`src/rtl/core/bppg_pkg.sv`:
```
// ----------------------------------------------------------------------------
// bppg_pkg
// Shared types, constants and helper functions of the background pattern
// pixel generator.
// ----------------------------------------------------------------------------
package bppg_pkg;

  localparam int COORD_BITS = 12;
  localparam int CB         = 13;
  localparam int DW         = ((COORD_BITS > CB) ? COORD_BITS : CB) + 1;
  localparam int SQB        = 2 * DW - 2;
  localparam int DB         = SQB + 1;
  localparam int R2B        = 2 * CB;
  localparam int FNB        = R2B + 8;
  localparam int FB         = 9;
  localparam int GN         = COORD_BITS + 8;
  localparam int HB         = CB;
  localparam int PADDR_BITS = 5;

  localparam int DIV0    = 4;
  localparam int NSTAGES = DIV0 + GN + 5;
  localparam int ST_FSQ  = DIV0 + GN;
  localparam int ST_WGT  = ST_FSQ + 1;
  localparam int ST_MUL  = ST_FSQ + 2;
  localparam int ST_DIV  = ST_FSQ + 3;

  localparam logic [23:0] COL_SOLID     = 24'h0C0C12;
  localparam logic [23:0] COL_GRID_LINE = 24'h1C1822;
  localparam logic [23:0] COL_GRID_BG   = 24'h121018;
  localparam logic [23:0] COL_BASE      = 24'h0A0A12;

  localparam int GRID_STEP    = 40;
  localparam int GRAD_WEIGHT  = 180;
  localparam int GLOW1_WEIGHT = 180;
  localparam int GLOW2_WEIGHT = 150;
  localparam int C1X_PCT      = 72;
  localparam int C1Y_PCT      = 20;
  localparam int C2X_PCT      = 22;
  localparam int C2Y_PCT      = 82;
  localparam int RADIUS_PCT   = 58;

  localparam int GRID_SH = COORD_BITS + 6;
  localparam int GRID_K  = ((1 << GRID_SH) + GRID_STEP - 1) / GRID_STEP;
  localparam int GPB     = 2 * COORD_BITS + 2;
  localparam int GCB     = COORD_BITS + 6;

  localparam int PCT_SH = 27;
  localparam int PCT_K  = ((1 << PCT_SH) + 99) / 100;
  localparam longint DIV255_K = ((64'd1 << 32) + 64'd254) / 64'd255;

  localparam logic [2:0] REG_MODE   = 3'd0;
  localparam logic [2:0] REG_GLOW1  = 3'd1;
  localparam logic [2:0] REG_GLOW2  = 3'd2;
  localparam logic [2:0] REG_WIDTH  = 3'd3;
  localparam logic [2:0] REG_HEIGHT = 3'd4;

  localparam logic [1:0] HOLD_CYCLES = 2'd3;

  typedef enum logic [1:0] {
    MODE_AURORA   = 2'd0,
    MODE_GRADIENT = 2'd1,
    MODE_GRID     = 2'd2,
    MODE_SOLID    = 2'd3
  } mode_t;

  typedef logic [COORD_BITS-1:0] coord_t;

  typedef struct packed {
    mode_t        mode;
    logic [23:0]  glow1;
    logic [23:0]  glow2;
    logic [CB-1:0] width;
    logic [CB-1:0] height;
  } cfg_t;

  typedef struct packed {
    logic [CB-1:0]  c1x;
    logic [CB-1:0]  c1y;
    logic [CB-1:0]  c2x;
    logic [CB-1:0]  c2y;
    logic [R2B-1:0] r2;
    logic [HB-1:0]  hh;
  } derived_t;

  typedef struct packed {
    coord_t                x;
    coord_t                y;
    logic signed [DW-1:0]  dx1;
    logic signed [DW-1:0]  dy1;
    logic signed [DW-1:0]  dx2;
    logic signed [DW-1:0]  dy2;
    coord_t                qx;
    coord_t                qy;
    logic [GN-1:0]         gnum;
    logic [SQB-1:0]        s1x;
    logic [SQB-1:0]        s1y;
    logic [SQB-1:0]        s2x;
    logic [SQB-1:0]        s2y;
    logic                  grid;
    logic                  in1;
    logic                  in2;
    logic [FNB-1:0]        rem1;
    logic [FNB-1:0]        rem2;
    logic [FB-1:0]         f1;
    logic [FB-1:0]         f2;
    logic [HB:0]           grem;
    logic [GN-1:0]         gq;
    logic [FB-1:0]         ff1;
    logic [FB-1:0]         ff2;
    logic [15:0]           wa;
    logic [7:0]            wb;
    logic [2:0][23:0]      pa;
    logic [2:0][15:0]      pb;
    logic [2:0][15:0]      qa;
    logic [2:0][7:0]       qb;
    logic [23:0]           color;
  } stage_t;

  function automatic logic [15:0] div255(input logic [23:0] v);
    logic [56:0] p;
    p = 57'(v) * 57'(DIV255_K);
    return p[47:32];
  endfunction

  function automatic logic [CB-1:0] div100(input logic [19:0] v);
    logic [40:0] p;
    p = 41'(v) * 41'(PCT_K);
    return p[PCT_SH+CB-1:PCT_SH];
  endfunction

endpackage

```
`src/rtl/core/bppg_cfg.sv`:
```
// ----------------------------------------------------------------------------
// bppg_cfg
// APB register file and the frame geometry derived from it.
// ----------------------------------------------------------------------------
module bppg_cfg import bppg_pkg::*; (
  input  logic                  clk,
  input  logic                  rst,
  input  logic                  psel,
  input  logic                  penable,
  input  logic                  pwrite,
  input  logic [PADDR_BITS-1:0] paddr,
  input  logic [31:0]           pwdata,
  output logic [31:0]           prdata,
  output logic                  pready,
  output cfg_t                  cfg,
  output derived_t              drv,
  output logic                  settled
);

  logic       wr;
  logic [2:0] idx;
  logic [1:0] hold;

  logic [19:0]   pw72, pw22, pw58, ph20, ph82;
  logic [HB-1:0] hh_a;
  derived_t      drv_b;

  assign idx     = paddr[PADDR_BITS-1:2];
  assign wr      = psel && penable && pwrite;
  assign pready  = 1'b1;
  assign settled = (hold == 2'd0);

  always_ff @(posedge clk) begin
    if (rst) begin
      cfg.mode   <= MODE_AURORA;
      cfg.glow1  <= '0;
      cfg.glow2  <= '0;
      cfg.width  <= CB'(1024);
      cfg.height <= CB'(768);
      hold       <= HOLD_CYCLES;
    end else if (wr) begin
      unique case (idx)
        REG_MODE:   cfg.mode   <= mode_t'(pwdata[1:0]);
        REG_GLOW1:  cfg.glow1  <= pwdata[23:0];
        REG_GLOW2:  cfg.glow2  <= pwdata[23:0];
        REG_WIDTH:  cfg.width  <= pwdata[CB-1:0];
        REG_HEIGHT: cfg.height <= pwdata[CB-1:0];
        default: ;
      endcase
      hold <= HOLD_CYCLES;
    end else if (hold != 2'd0) begin
      hold <= hold - 2'd1;
    end
  end

  always_comb begin
    unique case (idx)
      REG_MODE:   prdata = 32'(cfg.mode);
      REG_GLOW1:  prdata = 32'(cfg.glow1);
      REG_GLOW2:  prdata = 32'(cfg.glow2);
      REG_WIDTH:  prdata = 32'(cfg.width);
      REG_HEIGHT: prdata = 32'(cfg.height);
      default:    prdata = '0;
    endcase
  end

  always_ff @(posedge clk) begin
    pw72 <= 20'(cfg.width)  * 20'(C1X_PCT);
    pw22 <= 20'(cfg.width)  * 20'(C2X_PCT);
    pw58 <= 20'(cfg.width)  * 20'(RADIUS_PCT);
    ph20 <= 20'(cfg.height) * 20'(C1Y_PCT);
    ph82 <= 20'(cfg.height) * 20'(C2Y_PCT);
    hh_a <= (cfg.height == '0) ? HB'(1) : cfg.height;

    drv_b.c1x <= div100(pw72);
    drv_b.c1y <= div100(ph20);
    drv_b.c2x <= div100(pw22);
    drv_b.c2y <= div100(ph82);
    drv_b.hh  <= hh_a;
    drv_b.r2  <= R2B'(div100(pw58));

    drv.c1x <= drv_b.c1x;
    drv.c1y <= drv_b.c1y;
    drv.c2x <= drv_b.c2x;
    drv.c2y <= drv_b.c2y;
    drv.hh  <= drv_b.hh;
    drv.r2  <= drv_b.r2 * drv_b.r2;
  end

endmodule

```
`config.mk`:
```
export PLATFORM = sky130hd
export DESIGN_NAME = bppg_cfg
export DESIGN_NICKNAME = d
export VERILOG_FILES = /design/src/rtl/core/bppg_pkg.sv /design/src/rtl/core/bppg_cfg.sv
export SDC_FILE = /design/constraint.sdc
export NUM_CORES = 2
export LEC_CHECK = 0
export ABC_AREA = 1
export BUFFER_PORTS_ARGS = -buffer_cell sky130_fd_sc_hd__buf_2
export CAP_MARGIN = 20
export CORE_MARGIN = 2
export CORE_UTILIZATION = 35
export CTS_BUF_LIST = sky130_fd_sc_hd__clkbuf_8 sky130_fd_sc_hd__clkbuf_16
export DETAILED_ROUTE_END_ITERATION = 8
export PLACE_DENSITY = 0.56
export SETUP_SLACK_MARGIN = 0.05
export SLEW_MARGIN = 20
export SYNTH_ARGS = -nofsm -noshare
export SYNTH_HDL_FRONTEND = slang
export SYNTH_SLANG_ARGS = --single-unit
export TNS_END_PERCENT = 5
```
`constraint.sdc`:
```
create_clock -name clk -period 13.2 [get_ports clk]
set_input_delay 1.32 -clock clk [delete_from_list [all_inputs] [get_ports clk]]
set_output_delay 1.32 -clock clk [all_outputs]
set_load 0.01 [all_outputs]
```
==> impl_results.md <==
* CTS sink cnt at 337
* CTS tree: done
* Internal power at 5.61 mW
* Critical Path RT at 13.71 ns
* First-pass DRT Iterations at 5
* Die H at 382 microns
* Seq cells post-synth at 337
* Post-route DRC at 0
* Status: complete, no violations
* Initial antenna violation count at 5
* Commonest non-fill, non-tap cell in the layout: inv_1
* CTS buffer count at 44
* Min-Delay Path Depth at 0
* Worst min path class: flop to flop
* Yosys warning total at 0
* Vias in the first global route at 38,900
* Post-synth top area cell: fa_1
* Worst EP arrival at 6.08 ns
* Area Overhead vs Synth at 9.52%
* Hold path start: drv_b[78]$_DFF_P_
* Clk Latency, worst-skew pair at 0.66 ns
* Yosys top cell area share at 27.5%
* Global-route wire length before repair at 206,000 microns
* Nets at 8,042
* Switching Share at 55.5%
* Clk pin slew, worst setup/hold paths at 0.06 ns
* DR WL/cell at 15.2 microns
* Final Core Density at 38.6%
* H-tree lvl count at 2
* Syn Area/Cell at 8.13 sq um
* Max-cap viol count at 0
* Sequential area share after synthesis at 13.5%
* CTS root buf: clkbuf_16
* Hold Vio Cnt, Final at 0
* Vias per Instance at 4.52
* Hold slack at 0.326 ns
* GPL Wtd Cong at 0.913
* DP HPWL at 109,000 microns
* Core Area at 0.142 sq mm
* Largest cells by area after synthesis: fa_1 (28%), ha_1 (24%), dfxtp_1 (13%), inv_1 (13%), nand2_1 (7.9%)
* Post-layout minimum cycle time at 5.57 ns
* Power Dens Cells at 230 mW/mm^2
* Fmax at 180 MHz
* Critical path type: flop to flop
* Post-route ant nets at 0
* Slew Viols, Final at 0
* Worst setup SP type: flop
* # IOs at 243
* R2r setup slk at 7.63 ns
* Cell variety after synth at 47
* Grt total ovfl at 0
* Maximum fanout along the worst path at 9
* Reg power frac at 11.8%
* Number of gates resized after cts at 0
* Max clock buf depth at 3
* Initial DRC count at 1,866
* Slew HR at 26.5%
* Worst r2r src: pw72[9]$_DFF_P_
* Share of layout cells above drive strength 1 at 5.18%
* Routed Wire Length at 126,000 microns
* Worst-case reg-to-reg path depth at 20
* Period utilization at 42.2%
* Synthesized area at 0.0500 sq mm
* Comb power frac at 78.0%
* Reg-to-Reg End: drv_b[90]$_DFF_P_
* Std-Cell Rows at 138
* Leak pwr at 32.3 nW
* Setup violations, final at 0
* Setup crit end kind: flop
* Worst slew pin tran at 1.10 ns
* Starting Density at 35.3%
* Largest net degree at the start of global routing at 76
* Die ar. at 0.146 sq mm
* Dpl cells at 8,213
* GRT Overall Usage at 17.6%
* Hold_buf cts at 0
* Hold Crit Endpoint: drv[78]$_DFF_P_
* Via Count at 37,500
* Most frequent cells in the layout: inv_1 (1,764), nand2_1 (1,054), ha_1 (943), fa_1 (688), nor2_1 (404)
* NetSw at 7.01 mW
* Setup TNS at 0 ns
* Clk pwr share at 10.2%
* Die width at 382 microns
* Non-filler instance count after layout at 8,295
* Cells after synthesis at 6,153
* Max VDD drop at 0.615 mV
* Port buffer count at 220
* Post-CTS setup buffer count at 0
* RSZ-0062 raised after global routing: no
* Skew final at 0.0569 ns
-- registers in the layout, summed over array words and instances, names as in the netlist --
name   flops
cfg       76
drv       88
drv_b     76
hh_a      13
hold       2
ph20      14
ph82      19
pw22      16
pw58      18
pw72      15
-- metal layers --
layer  wire length (microns)  global-route usage, %
met1                   61500                   24.5
met2                   56000                   28.8
met3                    5660                   2.61
met4                    2740                   3.86
met5                      13                      0
-- final cells by class --
cell class,count,area [sq um]
Antenna cell,1,2.50
Multi-Input combinational cell,3996,36300
Clock buffer,49,1170
Timing Repair Buffer,223,1120
Sequential cell,337,6750
Inverter,1767,6630
Clock inverter,32,395
Tap cell,1890,2360
Fill cell,14600,87000
-- power groups by stage --
stage	Sequential, mW	Clock, mW	Combinational, mW
5_1_grt	1.52	1.37	11.4
2_1_floorplan	1.44	0	7.31
6_report	1.49	1.29	9.84
4_1_cts	1.50	1.34	9.90
3_3_place_gp	1.52	0	9.75
3_5_place_dp	1.52	0	9.82
-- critical path: stages (launching register included) --
cell,delay (ns)
dfxtp_1,0.69
fa_1,0.55
inv_1,0.14
fa_1,0.44
inv_1,0.09
fa_1,0.44
fa_1,0.50
fa_1,0.55
inv_1,0.06
fa_1,0.52
inv_1,0.04
ha_1,0.31
nand2_1,0.12
nor2_1,0.26
nand2_1,0.08
a21oi_1,0.12
nand2_1,0.09
nand2_1,0.19
nand2_1,0.10
nand3_1,0.09
nand2_1,0.07
-- through the flow --
stage          power, mW  worst slack [ns]  area, sq um
5_1_grt             14.3              7.27        54800
3_3_place_gp        11.3              7.65        53200
6_report            12.6              7.63        54800
2_1_floorplan       8.75              8.37        50000
3_5_place_dp        11.3              7.69        53200
4_1_cts             12.7              7.63        54800
-- logic make-up (layout without fill, tap and decap cells) --
family                   count (synthesis)  in the layout  share of synthesized area, %
flip-flops                             337            337                          13.5
buffers and inverters                 1831           2071                          13.9
other                                    2             14                        0.0150
multiplexers                             1              1                        0.0225
adder cells (fa/ha/maj)               1631           1631                          51.1
XOR/XNOR                                91             91                          1.59
AO/OA/AOI/OAI                          523            523                          5.83
AND/OR/NAND/NOR                       1737           1737                          14.0
-- synthesized netlist by cell type, drive strengths merged --
master,instances
conb,2
a21o,10
mux2,1
and2,5
inv,1766
xor2,63
clkbuf,39
o2111ai,3
o21a,3
nand3b,3
fa,688
o21ai,179
clkinv,1
dfxtp,337
nor3b,2
o21bai,45
buf,25
a31oi,5
nor3,41
a221o,9
ha,943
o41ai,1
a21oi,237
or2,9
a221oi,2
xnor2,28
o31ai,1
o22ai,9
nor4,4
nand4,28
nand3,176
o211ai,3
a21boi,5
nor2,410
a22o,11
nand2,1059
-- worst max path at each step --
stage | start | to | slack (ns) | cells after the start
global placement | pw72[9]$_DFF_P_ | drv_b[90]$_DFF_P_ | 7.65 | 20
finish | pw72[9]$_DFF_P_ | drv_b[90]$_DFF_P_ | 7.63 | 20
detailed placement | pw72[9]$_DFF_P_ | drv_b[90]$_DFF_P_ | 7.69 | 20
global route | pw72[9]$_DFF_P_ | drv_b[82]$_DFF_P_ | 7.27 | 21
floorplan | ph82[2]$_DFF_P_ | drv_b[49]$_DFF_P_ | 8.37 | 21
CTS | pw72[9]$_DFF_P_ | drv_b[90]$_DFF_P_ | 7.63 | 20
(Power assumes the default switching activity.)
